## src/rtl/core/radial_spotlight_luminance_top_assert.svh

```systemverilog
// Assertion macros shared by the spotlight RTL files.
// Depends on nothing; the checks compile away when SYNTHESIS is defined.
`ifndef RADIAL_SPOTLIGHT_LUMINANCE_TOP_ASSERT_SVH
`define RADIAL_SPOTLIGHT_LUMINANCE_TOP_ASSERT_SVH
`ifndef SYNTHESIS
// Same-cycle implication, disabled while reset is asserted.
`define RSL_ASSERT_IMPL(label, clk, rst_n, ante, cons) \
  label: assert property (@(posedge clk) disable iff (!rst_n) (ante) |-> (cons)) \
    else $error("spotlight assertion failed");
// Next-cycle implication, disabled while reset is asserted.
`define RSL_ASSERT_NEXT(label, clk, rst_n, ante, cons) \
  label: assert property (@(posedge clk) disable iff (!rst_n) (ante) |=> (cons)) \
    else $error("spotlight assertion failed");
`else
`define RSL_ASSERT_IMPL(label, clk, rst_n, ante, cons)
`define RSL_ASSERT_NEXT(label, clk, rst_n, ante, cons)
`endif
`endif

```

## src/rtl/core/rsl_pkg.sv

```systemverilog
// Package for the radial spotlight luminance block: types and constants.
// Used by every module in rtl/core; depends on nothing.
`timescale 1ns / 1ps

package rsl_pkg;

  // Default parameter values for the top level.
  localparam int DEF_COORD_BITS = 12;
  localparam int DEF_LUM_BITS   = 16;

  // Configuration register indexes.
  localparam int CFG_IDX_W = 1;
  localparam logic [CFG_IDX_W-1:0] REG_CENTER_X = 1'b0;
  localparam logic [CFG_IDX_W-1:0] REG_CENTER_Y = 1'b1;

  // Distance limit of the lit disc, as a squared distance (160 * 160).
  localparam int FAR_LIMIT_SQ = 25600;
  // Bits of the squared distance that matter inside the disc.
  localparam int NEAR_BITS    = 15;
  // Fraction bits: radicand shift for 8 root fraction bits, and Q1.16 scale.
  localparam int FRAC_SHIFT   = 16;

  // Square root datapath widths.
  localparam int RAD_W  = 32;
  localparam int ROOT_W = 16;
  localparam int REM_W  = 17;

  // Near factor: 65536 - floor((d_q8 * 32 + 12) / 25).
  localparam int TERM_SHIFT   = 5;
  localparam int NEAR_BIAS    = 12;
  localparam int DIV_IN_W     = ROOT_W + TERM_SHIFT;
  // floor(x / 25) = (x * ceil(2^26 / 25)) >> 26 for all x below 2^21.
  localparam int RECIP_W      = 22;
  localparam int RECIP_SHIFT  = 26;
  localparam logic [RECIP_W-1:0] RECIP_25 = 22'd2684355;
  localparam int PROD_W       = DIV_IN_W + RECIP_W;

  // Scale factor, unsigned Q1.16.
  localparam int FACTOR_W = 17;
  localparam logic [FACTOR_W-1:0] ONE_Q16    = 17'h10000;
  localparam logic [FACTOR_W-1:0] FAR_FACTOR = 17'd13107;

  // Control that travels with each pixel down the pipeline.
  typedef struct packed {
    logic valid;
    logic far;
  } rsl_ctrl_t;

  // Partial state of the digit-by-digit square root.
  typedef struct packed {
    logic [RAD_W-1:0]  rad;
    logic [REM_W-1:0]  rem;
    logic [ROOT_W-1:0] root;
  } rsl_sqrt_t;

endpackage

```

## src/rtl/core/radial_spotlight_luminance_top.sv

```systemverilog
// Top level of the radial spotlight luminance block.
// Depends on rsl_pkg, rsl_dist, rsl_sqrt_cell and rsl_scale.
//
//   channel  direction  transfer condition      ports
//   input    in         start && !busy          in_pixel_x, in_pixel_y, in_lum_in
//   result   out        out_valid (one cycle)   out_lum_out
//   config   in         cfg_we                  cfg_index, cfg_data
//
// One pixel is taken every cycle while busy is low.
// The pipeline is the 3 front-end stages, one cell per root bit (16) and
// the 4 stages of factor, multiply and rounding.
// Reset is synchronous, active low; busy is high in the cycle after reset.
// Results leave as one-cycle strobes, and the receiver cannot stall them.
`timescale 1ns / 1ps

module radial_spotlight_luminance_top #(
  parameter int COORD_BITS = rsl_pkg::DEF_COORD_BITS,
  parameter int LUM_BITS   = rsl_pkg::DEF_LUM_BITS
) (
  input  logic                          clk,
  input  logic                          rst_n,
  input  logic                          start,
  output logic                          busy,
  input  logic [COORD_BITS-1:0]         in_pixel_x,
  input  logic [COORD_BITS-1:0]         in_pixel_y,
  input  logic [LUM_BITS-1:0]           in_lum_in,
  output logic                          out_valid,
  output logic [LUM_BITS-1:0]           out_lum_out,
  input  logic                          cfg_we,
  input  logic [rsl_pkg::CFG_IDX_W-1:0] cfg_index,
  input  logic [COORD_BITS:0]           cfg_data
);
  import rsl_pkg::*;

  logic                     busy_r;
  logic                     accept;
  logic signed [COORD_BITS:0] center_x_r;
  logic signed [COORD_BITS:0] center_y_r;
  rsl_ctrl_t                chain_ctrl [0:ROOT_W];
  rsl_sqrt_t                chain_sqrt [0:ROOT_W];
  logic [LUM_BITS-1:0]      chain_lum  [0:ROOT_W];

  // The pipeline takes a pixel every cycle once out of reset.
  always_ff @(posedge clk) begin
    if (!rst_n) begin
      busy_r <= 1'b1;
    end else begin
      busy_r <= 1'b0;
    end
  end

  assign busy   = busy_r;
  assign accept = start && !busy_r;

  // Center registers.
  always_ff @(posedge clk) begin
    if (!rst_n) begin
      center_x_r <= '0;
      center_y_r <= '0;
    end else if (cfg_we) begin
      unique case (cfg_index)
        REG_CENTER_X: center_x_r <= cfg_data;
        REG_CENTER_Y: center_y_r <= cfg_data;
      endcase
    end
  end

  // Squared distance and disc test.
  rsl_dist #(
    .COORD_BITS (COORD_BITS),
    .LUM_BITS   (LUM_BITS)
  ) u_dist (
    .clk      (clk),
    .rst_n    (rst_n),
    .in_valid (accept),
    .pixel_x  (in_pixel_x),
    .pixel_y  (in_pixel_y),
    .lum      (in_lum_in),
    .center_x (center_x_r),
    .center_y (center_y_r),
    .ctrl_o   (chain_ctrl[0]),
    .sqrt_o   (chain_sqrt[0]),
    .lum_o    (chain_lum[0])
  );

  // Square root chain, one cell per root bit.
  for (genvar k = 0; k < ROOT_W; k++) begin : g_cell
    rsl_sqrt_cell #(
      .LUM_BITS (LUM_BITS)
    ) u_cell (
      .clk    (clk),
      .rst_n  (rst_n),
      .ctrl_i (chain_ctrl[k]),
      .sqrt_i (chain_sqrt[k]),
      .lum_i  (chain_lum[k]),
      .ctrl_o (chain_ctrl[k+1]),
      .sqrt_o (chain_sqrt[k+1]),
      .lum_o  (chain_lum[k+1])
    );
  end

  // Scale factor and attenuated luminance.
  rsl_scale #(
    .LUM_BITS (LUM_BITS)
  ) u_scale (
    .clk       (clk),
    .rst_n     (rst_n),
    .ctrl_i    (chain_ctrl[ROOT_W]),
    .root_i    (chain_sqrt[ROOT_W].root),
    .lum_i     (chain_lum[ROOT_W]),
    .out_valid (out_valid),
    .out_lum   (out_lum_out)
  );

endmodule

```

## src/rtl/core/rsl_sqrt_cell.sv

```systemverilog
// One cell of the square root chain: settles one root bit per pixel.
// Depends on rsl_pkg and the assertion macro header.
`timescale 1ns / 1ps
`include "radial_spotlight_luminance_top_assert.svh"

module rsl_sqrt_cell #(
  parameter int LUM_BITS = rsl_pkg::DEF_LUM_BITS
) (
  input  logic                clk,
  input  logic                rst_n,
  input  rsl_pkg::rsl_ctrl_t  ctrl_i,
  input  rsl_pkg::rsl_sqrt_t  sqrt_i,
  input  logic [LUM_BITS-1:0] lum_i,
  output rsl_pkg::rsl_ctrl_t  ctrl_o,
  output rsl_pkg::rsl_sqrt_t  sqrt_o,
  output logic [LUM_BITS-1:0] lum_o
);
  import rsl_pkg::*;

  rsl_ctrl_t           ctrl_r;
  rsl_sqrt_t           sqrt_r;
  rsl_sqrt_t           sqrt_nxt;
  logic [LUM_BITS-1:0] lum_r;
  logic [REM_W+1:0]    cur;
  logic [REM_W+1:0]    trial;

  // Bring down the next two radicand bits and try to subtract 4*root + 1.
  assign cur   = {sqrt_i.rem, sqrt_i.rad[RAD_W-1 -: 2]};
  assign trial = {1'b0, sqrt_i.root, 2'b01};

  always_comb begin
    sqrt_nxt.rad = {sqrt_i.rad[RAD_W-3:0], 2'b00};
    if (cur >= trial) begin
      sqrt_nxt.rem  = REM_W'(cur - trial);
      sqrt_nxt.root = {sqrt_i.root[ROOT_W-2:0], 1'b1};
    end else begin
      sqrt_nxt.rem  = cur[REM_W-1:0];
      sqrt_nxt.root = {sqrt_i.root[ROOT_W-2:0], 1'b0};
    end
  end

  // Control is reset; the datapath carries no reset.
  always_ff @(posedge clk) begin
    if (!rst_n) begin
      ctrl_r <= '0;
    end else begin
      ctrl_r <= ctrl_i;
    end
  end

  always_ff @(posedge clk) begin
    sqrt_r <= sqrt_nxt;
    lum_r  <= lum_i;
  end

  assign ctrl_o = ctrl_r;
  assign sqrt_o = sqrt_r;
  assign lum_o  = lum_r;

  // The remainder never exceeds twice the partial root.
  `RSL_ASSERT_IMPL(a_rem_bound, clk, rst_n, ctrl_r.valid, sqrt_r.rem <= {sqrt_r.root, 1'b0})
  // A pixel moves one cell per cycle, never dropped or duplicated.
  `RSL_ASSERT_IMPL(a_valid_moves, clk, rst_n, $past(rst_n), ctrl_r.valid == $past(ctrl_i.valid))

endmodule

```

## src/rtl/core/rsl_dist.sv

```systemverilog
// Front end: offset from the center, squared distance and disc test.
// Depends on rsl_pkg; feeds the first square root cell.
`timescale 1ns / 1ps

module rsl_dist #(
  parameter int COORD_BITS = rsl_pkg::DEF_COORD_BITS,
  parameter int LUM_BITS   = rsl_pkg::DEF_LUM_BITS
) (
  input  logic                   clk,
  input  logic                   rst_n,
  input  logic                   in_valid,
  input  logic [COORD_BITS-1:0]  pixel_x,
  input  logic [COORD_BITS-1:0]  pixel_y,
  input  logic [LUM_BITS-1:0]    lum,
  input  logic signed [COORD_BITS:0] center_x,
  input  logic signed [COORD_BITS:0] center_y,
  output rsl_pkg::rsl_ctrl_t     ctrl_o,
  output rsl_pkg::rsl_sqrt_t     sqrt_o,
  output logic [LUM_BITS-1:0]    lum_o
);
  import rsl_pkg::*;

  localparam int DX_W  = COORD_BITS + 2;
  localparam int SQ_W  = 2 * COORD_BITS + 2;
  localparam int SUM_W = SQ_W + 1;

  logic signed [DX_W-1:0]   px_s, py_s, cx_s, cy_s;
  logic signed [DX_W-1:0]   dx_r, dy_r;
  logic signed [2*DX_W-1:0] sqx_full, sqy_full;
  logic [SQ_W-1:0]          sqx_r, sqy_r;
  logic [SUM_W-1:0]         sum;
  logic                     v1_r, v2_r;
  logic [LUM_BITS-1:0]      lum1_r, lum2_r, lum3_r;
  rsl_ctrl_t                ctrl_r;
  rsl_sqrt_t                sqrt_r;

  // Offsets from the center; the center may lie outside the image.
  assign px_s = $signed({2'b00, pixel_x});
  assign py_s = $signed({2'b00, pixel_y});
  assign cx_s = {center_x[COORD_BITS], center_x};
  assign cy_s = {center_y[COORD_BITS], center_y};

  // Squares of the offsets; both are non-negative and fit SQ_W bits.
  assign sqx_full = dx_r * dx_r;
  assign sqy_full = dy_r * dy_r;

  // Squared distance; only its low bits feed the root inside the disc.
  assign sum = {1'b0, sqx_r} + {1'b0, sqy_r};

  always_ff @(posedge clk) begin
    if (!rst_n) begin
      v1_r   <= 1'b0;
      v2_r   <= 1'b0;
      ctrl_r <= '0;
    end else begin
      v1_r         <= in_valid;
      v2_r         <= v1_r;
      ctrl_r.valid <= v2_r;
      ctrl_r.far   <= sum > SUM_W'(FAR_LIMIT_SQ);
    end
  end

  always_ff @(posedge clk) begin
    dx_r        <= px_s - cx_s;
    dy_r        <= py_s - cy_s;
    sqx_r       <= sqx_full[SQ_W-1:0];
    sqy_r       <= sqy_full[SQ_W-1:0];
    lum1_r      <= lum;
    lum2_r      <= lum1_r;
    lum3_r      <= lum2_r;
    sqrt_r.rad  <= {{(RAD_W-NEAR_BITS-FRAC_SHIFT){1'b0}}, sum[NEAR_BITS-1:0],
                    {FRAC_SHIFT{1'b0}}};
    sqrt_r.rem  <= '0;
    sqrt_r.root <= '0;
  end

  assign ctrl_o = ctrl_r;
  assign sqrt_o = sqrt_r;
  assign lum_o  = lum3_r;

endmodule

```

## src/rtl/core/rsl_scale.sv

```systemverilog
// Back end: scale factor from the distance and the rounded product.
// Depends on rsl_pkg and the assertion macro header.
`timescale 1ns / 1ps
`include "radial_spotlight_luminance_top_assert.svh"

module rsl_scale #(
  parameter int LUM_BITS = rsl_pkg::DEF_LUM_BITS
) (
  input  logic                       clk,
  input  logic                       rst_n,
  input  rsl_pkg::rsl_ctrl_t         ctrl_i,
  input  logic [rsl_pkg::ROOT_W-1:0] root_i,
  input  logic [LUM_BITS-1:0]        lum_i,
  output logic                       out_valid,
  output logic [LUM_BITS-1:0]        out_lum
);
  import rsl_pkg::*;

  localparam int P_W = LUM_BITS + FACTOR_W;

  logic [DIV_IN_W-1:0] div_in;
  logic [PROD_W-1:0]   prod_r;
  logic [FACTOR_W-1:0] quot;
  logic [FACTOR_W-1:0] factor_r;
  logic [P_W-1:0]      p_r;
  logic [P_W:0]        rnd;
  rsl_ctrl_t           c1_r, c2_r;
  logic                v3_r, v4_r;
  logic [LUM_BITS-1:0] lum1_r, lum2_r, lum3_r;
  logic [LUM_BITS-1:0] out_lum_r;

  // 0.005 * d in Q16 is d_q8 * 32 / 25, rounded half up.
  assign div_in = {root_i, {TERM_SHIFT{1'b0}}} + DIV_IN_W'(NEAR_BIAS);
  assign quot   = prod_r[RECIP_SHIFT +: FACTOR_W];

  // Round half up, then drop the Q16 fraction.
  assign rnd = {1'b0, p_r} + (P_W+1)'(ONE_Q16 >> 1);

  always_ff @(posedge clk) begin
    if (!rst_n) begin
      c1_r <= '0;
      c2_r <= '0;
      v3_r <= 1'b0;
      v4_r <= 1'b0;
    end else begin
      c1_r <= ctrl_i;
      c2_r <= c1_r;
      v3_r <= c2_r.valid;
      v4_r <= v3_r;
    end
  end

  always_ff @(posedge clk) begin
    prod_r    <= PROD_W'(div_in) * PROD_W'(RECIP_25);
    lum1_r    <= lum_i;
    factor_r  <= c1_r.far ? FAR_FACTOR : ONE_Q16 - quot;
    lum2_r    <= lum1_r;
    p_r       <= P_W'(lum2_r) * P_W'(factor_r);
    lum3_r    <= lum2_r;
    out_lum_r <= rnd[FRAC_SHIFT +: LUM_BITS];
  end

  assign out_valid = v4_r;
  assign out_lum   = out_lum_r;

  // The factor stays between 0.2 and 1.
  `RSL_ASSERT_IMPL(a_factor_range, clk, rst_n, c2_r.valid, (factor_r <= ONE_Q16) && (factor_r >= FAR_FACTOR))
  // Outside the disc the factor is exactly the far value.
  `RSL_ASSERT_IMPL(a_far_factor, clk, rst_n, c2_r.valid && c2_r.far, factor_r == FAR_FACTOR)
  // Attenuation never brightens a pixel.
  `RSL_ASSERT_NEXT(a_no_gain, clk, rst_n, v3_r, out_lum_r <= $past(lum3_r))

endmodule
```

## config.mk

```make
export PLATFORM = sky130hd
export DESIGN_NAME = radial_spotlight_luminance_top
export DESIGN_NICKNAME = d
export VERILOG_FILES = /design/src/rtl/core/rsl_pkg.sv /design/src/rtl/core/radial_spotlight_luminance_top.sv /design/src/rtl/core/rsl_sqrt_cell.sv /design/src/rtl/core/rsl_dist.sv /design/src/rtl/core/rsl_scale.sv
export VERILOG_INCLUDE_DIRS = /design/src /design/src/rtl/core
export SDC_FILE = /design/constraint.sdc
export NUM_CORES = 2
export LEC_CHECK = 0
export ABC_AREA = 1
export ABC_CLOCK_PERIOD_IN_PS = 8300
export BUFFER_PORTS_ARGS = -buffer_cell sky130_fd_sc_hd__buf_2
export CORE_ASPECT_RATIO = 2
export CORE_UTILIZATION = 38
export DETAILED_ROUTE_END_ITERATION = 7
export PLACE_DENSITY_LB_ADDON = 0.12
export SYNTH_ARGS = -nofsm -noshare
export SYNTH_HDL_FRONTEND = slang
export SYNTH_SLANG_ARGS = --single-unit
```

## constraint.sdc

```tcl
create_clock -name clk -period 8.3 [get_ports clk]
set_input_delay 0.415 -clock clk [delete_from_list [all_inputs] [get_ports clk]]
set_output_delay 0.415 -clock clk [all_outputs]
set_load 0.02 [all_outputs]
```

== Word level (Yosys, flattened, before mapping) ==
Cells that the tools add are included.

* Output and inout port bits: 18
* Logic and storage cells: 184
* Flip-flop bits (word level): 1159
* Input port bits: 58

* $lt $le $gt $ge: 17
* Add/sub/neg operators: 21
* Multipliers: 4
* Bitwise operators: 1
* Mux-type cells: 17
* Reduce and logical (&&, ||, !) cells: 4

{| class="wikitable"
|+ Operators by type and width
! operator !! count
|-
| 33-bit two-way mux || 14
|-
| 19-bit by 18-bit >= comparator with 1-bit output || 15
|-
| 17-bit subtractor || 14
|-
| 14-bit by 14-bit multiplier with 26-bit output || 2
|-
| 21-bit by 22-bit multiplier with 43-bit output (second input constant) || 1
|-
| 32-bit by 16-bit adder with 32-bit output (second input constant) || 1
|-
| 16-bit by 17-bit multiplier with 32-bit output || 1
|-
| 13-bit by 13-bit subtractor with 14-bit output || 2
|-
| 26-bit by 26-bit adder with 27-bit output || 1
|-
| 27-bit by 15-bit > comparator with 1-bit output (second input constant) || 1
|-
| 21-bit by 4-bit adder with 21-bit output (second input constant) || 1
|-
| 17-bit two-way mux || 1
|-
| 17-bit subtractor (first input constant) || 1
|-
| 2-bit AND reduction || 2
|-
| 1-bit two-way mux || 2
|-
| 1-bit by 1-bit subtractor with 2-bit output (second input constant) || 1
|-
| 1-bit >= comparator (second input constant) || 1
|-
| 1-bit logical AND || 1
|-
| 1-bit logical NOT || 1
|-
| 1-bit inverter || 1
|}

== Longest topological paths before layout ==
* Word-level depth: 2
* Gate-level depth with buffers: 28

== Cells and area by module ==
A second synthesis with hierarchy kept.

* Cell total of the unflattened synthesis: 11169
* Area total of the unflattened synthesis: 90869.7 µm²

{| class="wikitable"
|+ By module, submodules not included
! module !! cells an instance !! area each (µm²) !! instances
|-
| rsl_sqrt_cell at g_cell[10].u_cell ... || 382 || 3164.3 || 15
|-
| rsl_scale || 2523 || 19607.6 || 1
|-
| rsl_dist || 2386 || 19516.2 || 1
|-
| rsl_sqrt_cell at g_cell[0].u_cell || 382 || 3198.1 || 1
|-
| radial_spotlight_luminance_top || 148 || 1083.5 || 1
|}

== Worst setup path after synthesis ==
No wires, ideal clock.

* Path type: reg-to-reg
* Start point: register u_dist.dx_r[13]
* End point: register u_dist.sqx_r[24]
* Buffers on the path: 2
* Required time: 8.228 ns
* Arrival time: 6.034 ns
* Cell stages (with the launch flop): 26
* Period minus slack after synthesis: 6.106 ns
* Path slack: 2.194 ns
* Path through: dfxtp_1 > clkbuf_1 > clkbuf_1 > nand2_1 > inv_1 > fa_1 > fa_1 > inv_1 > fa_1 > inv_1 > fa_1 > fa_1 > inv_1 > fa_1 > inv_1 > ha_1 > nand2_1 > nor2_1 > nor3b_1 > nand4_1 > nand3_1 > nand3_1 > nand2_1 > nand3_1 > nand2_1 > xor2_1

* Cells in the longest elaborated chain, start to end: 1

{| class="wikitable"
|+ RTL lines
! element !! RTL line !! text
|-
| from (decl) || rsl_dist.sv:28 || <nowiki>logic signed [DX_W-1:0] dx_r, dy_r;</nowiki>
|-
| from (signal assigned) || rsl_dist.sv:64 || <nowiki>dx_r <= px_s - cx_s;</nowiki>
|-
| 14-bit by 14-bit multiplier with 26-bit output || rsl_dist.sv:44 || <nowiki>assign sqx_full = dx_r * dx_r;</nowiki>
|-
| via u_dist.sqx_full[24] || rsl_dist.sv:29 || <nowiki>logic signed [2*DX_W-1:0] sqx_full, sqy_full;</nowiki>
|-
| to (signal assigned) || rsl_dist.sv:66 || <nowiki>sqx_r <= sqx_full[SQ_W-1:0];</nowiki>
|-
| to (decl) || rsl_dist.sv:30 || <nowiki>logic [SQ_W-1:0] sqx_r, sqy_r;</nowiki>
|}

The timed path passes the listed nets, and every way through them passes these cells.
A chain may end at the register's enable or synchronous reset.

== Worst setup path after layout ==
Ends and elaborated chain as after synthesis.

==> flow_metrics.env <==
export IMPL_status="completed"
export IMPL_wirelength_um=154100
export IMPL_max_freq_mhz=153.2
export IMPL_vias=43050
export IMPL_rows=208
export IMPL_rsz0062_at_grt="false"
export IMPL_cp_required_ns=8.98
export IMPL_dr_pass1_iters=5
export IMPL_ys_seq_elements=981
export IMPL_final_antenna_net_count=0
export IMPL_dieWidth_um=286.8
export IMPL_max_slew_margin=0.2899
export IMPL_synth_area_mm2=0.06163
export IMPL_die_h_um=571.5
export IMPL_crit_type="reg2reg"
export IMPL_min_period_ns=6.529
export IMPL_finClkSkew_ns=0.06447
export IMPL_postSynth_asyncResetShare=0
export IMPL_fin_tns_setup_ns=0
export IMPL_synth_nets=8278
export IMPL_final_max_slew_violation_count=0
export IMPL_initial_core_util=0.3832
export IMPL_grt_use_total=0.1927
export IMPL_grt_max_degree=69
export IMPL_worstPathArrival_ns=7.21
export IMPL_pin_count=76
export IMPL_crit_fanout=20
export IMPL_grt_pass1_wl_um=242100
export IMPL_drcViolationCount=0
export IMPL_synth_edf_count=0
export IMPL_ys_top_cells_by_area="dfxtp_1, fa_1, ha_1"
export IMPL_cts_clk_slew_worst_paths_ns=0.07
export IMPL_fin_nets=8360
export IMPL_holdCritPathClass="in2reg"
export IMPL_place_congestion=0.9113
export IMPL_coreArea_mm2=0.1608
export IMPL_worstSkewPairLatency_ns=0.74
export IMPL_antenna_found_initial=3
export IMPL_worst_pin_slew_ns=1.064
export IMPL_hold_viol=0
export IMPL_grt_overflow=0
export IMPL_seq_area_frac_synth=0.3187
export IMPL_avgViaCountPerCell=4.671
export IMPL_place_hpwl_um=128400
export IMPL_numCtsBuffers=92
export IMPL_crit_path_end_kind="flop"
export IMPL_syn_inst=6958
export IMPL_setup_viol_count_final=0
export IMPL_dieArea_mm2=0.1639
export IMPL_fin_util=0.4213
export IMPL_syn_to_final_growth_pct=9.948
export IMPL_rr_worst_depth=23
export IMPL_synth_cell_type_count=66
export IMPL_holdPathStages=3
export IMPL_synth_main_ff_cell="dfxtp_1"
export IMPL_post_cts_buffers=0
export IMPL_clockBufferDepth=3
export IMPL_cts_resized=0
export IMPL_layout_drive_gt1_share=0.04441
export IMPL_initialDrtViolationCount=1502
export IMPL_routedWlPerCell_um=16.71
export IMPL_synth_top_area_share=0.3187
export IMPL_drv_cap=0
export IMPL_cts_tree="done"
export IMPL_grt_pass1_vias=47530
export IMPL_port_buffers=75
export IMPL_clockRootBuffer="clkbuf_16"
export IMPL_htree_levels=3
export IMPL_synth_area_leader_cell="dfxtp_1"
export IMPL_fin_crit_sh=0.7867
export IMPL_startpoint_type="flop"
export IMPL_cts_sinks=981
export IMPL_ys_warnings_count=0
export IMPL_syn_area_per_cell_um2=8.857
stage by stage:
stage / setup slack (ns) / cells / area [µm²] / hold WS (ns)
after floorplan: 2.194 / 6958 / 61630 / 0.3096
after global placement: 1.795 / 9017 / 64190 / 0.3101
after detailed placement: 1.708 / 9017 / 64190 / 0.3121
after CTS: 1.679 / 9215 / 67750 / 0.01014
after global routing: 1.251 / 9218 / 67760 / 0.03553
final: 1.771 / 9218 / 67760 / 0.05614
path summary, 6_finish.rpt:
path / startpoint / to / slack, ns
worst max-delay path: u_dist.dx_r[13] / u_dist.sqx_r[24] / 1.77
worst min-delay path: cfg_data[7] / center_x_r[7] / 0.06
worst max register to register: u_dist.dx_r[13] / u_dist.sqx_r[24] / 1.77
worst min register to register: g_cell[3].u_cell.sqrt_o[58] / g_cell[4].u_cell.sqrt_o[60] / 0.28
state kept, by name (all words and copies together) (netlist names), 13 cells and up:
name                  flops
u_dist.lum1_r            16
g_cell.u_cell.sqrt_o    417
g_cell.u_cell.lum_o     256
u_scale.p_r              17
center_y_r               13
u_scale.factor_r         17
u_dist.dx_r              14
u_dist.dy_r              14
center_x_r               13
u_dist.sqrt_o            15
u_dist.sqy_r             25
u_scale.lum2_r           16
g_cell.u_cell.ctrl_o     32
u_dist.sqx_r             25
u_dist.lum_o             16
u_scale.lum1_r           16
u_scale.out_lum          16
u_dist.lum2_r            16
u_scale.prod_r           17
repair_timing:
| item | CTS | global route |
|---|---|---|
| endpoints found under the setup margin | 0 | 0 |
| hold endpoints to repair | 33 | 0 |
| hold buffers | 29 | 0 |
kinds of logic (layout without fill, tap and decap cells):
| group | Yosys count | after routing | synth area share |
|---|---|---|---|
| xor gates and xnor gates | 289 | 289 | 0.04107 |
| other | 1 | 4 | 0.00006085 |
| AOI/OAI and AO/OA | 728 | 728 | 0.06594 |
| muxes | 2 | 2 | 0.0003654 |
| DFF | 981 | 981 | 0.3187 |
| and+or+nand+nor | 1906 | 1906 | 0.1276 |
| buffers and inverters | 1789 | 1946 | 0.1098 |
| adders and majority gates | 1262 | 1262 | 0.3365 |
layout make-up:
class / instances / area (µm²)
Clock inverter: 45 / 721.9
Sequential cell: 981 / 19640
Tap cell: 2100 / 2628
Clock buffer: 124 / 2552
Multi-Input combinational cell: 4188 / 35220
Antenna cell: 3 / 7.507
Inverter: 1662 / 6241
Fill cell: 16130 / 93070
Timing Repair Buffer: 115 / 748.2
cells in the final DEF, fill, tap and decap left out, drive strengths merged, types with 15 or more instances in the layout:
master	n
a31oi	16
xnor2	114
o21a	15
nand4	55
nor2	371
dfxtp	981
dlygate4sd3	29
a21oi	334
clkbuf	124
clkinv	25
a21o	23
o21bai	19
fa	659
ha	603
nand3	163
xor2	175
nand2	1204
o21ai	266
buf	86
nor4	19
or2	17
inv	1667
nor3	61
worst max-delay path, stage by stage, from the launching register on:
cell     delay (ns)
dfxtp_1        0.75
nand2_1        0.11
inv_1          0.18
fa_1           0.50
fa_1           0.83
inv_1          0.22
fa_1           0.58
inv_1          0.06
fa_1           0.46
fa_1           0.54
inv_1          0.06
fa_1           0.51
inv_1          0.05
ha_1           0.34
nand2_1        0.09
nor2_1         0.14
nor3b_1        0.28
nand4_1        0.14
nand3_1        0.16
nand3_1        0.08
nand2_1        0.10
nand3_1        0.07
nand2_1        0.08
xor2_1         0.13
Yosys cell counts, types with 16 or more instances:
cell,instances
inv_1,1656
nand2_1,1195
dfxtp_1,981
fa_1,659
ha_1,603
nor2_1,362
a21oi_1,329
o21ai_0,222
xor2_1,175
nand3_1,159
xnor2_1,114
clkbuf_1,108
nand4_1,55
nor3_1,53
o21ai_1,34
a21o_1,23
nor4_1,18
o21bai_1,18
a31oi_1,16
per-layer routing:
metal	track usage	up-vias	part of all wire
met5	0	-	0
met4	0.1119	0	0.062
met3	0.01970	385	0.023
met2	0.4340	666	0.63
met1	0.1449	20760	0.29
li1	-	21240	-
Power is not shown: default switching activity piles up to over one toggle a cycle in this logic, so the estimate is an artifact.
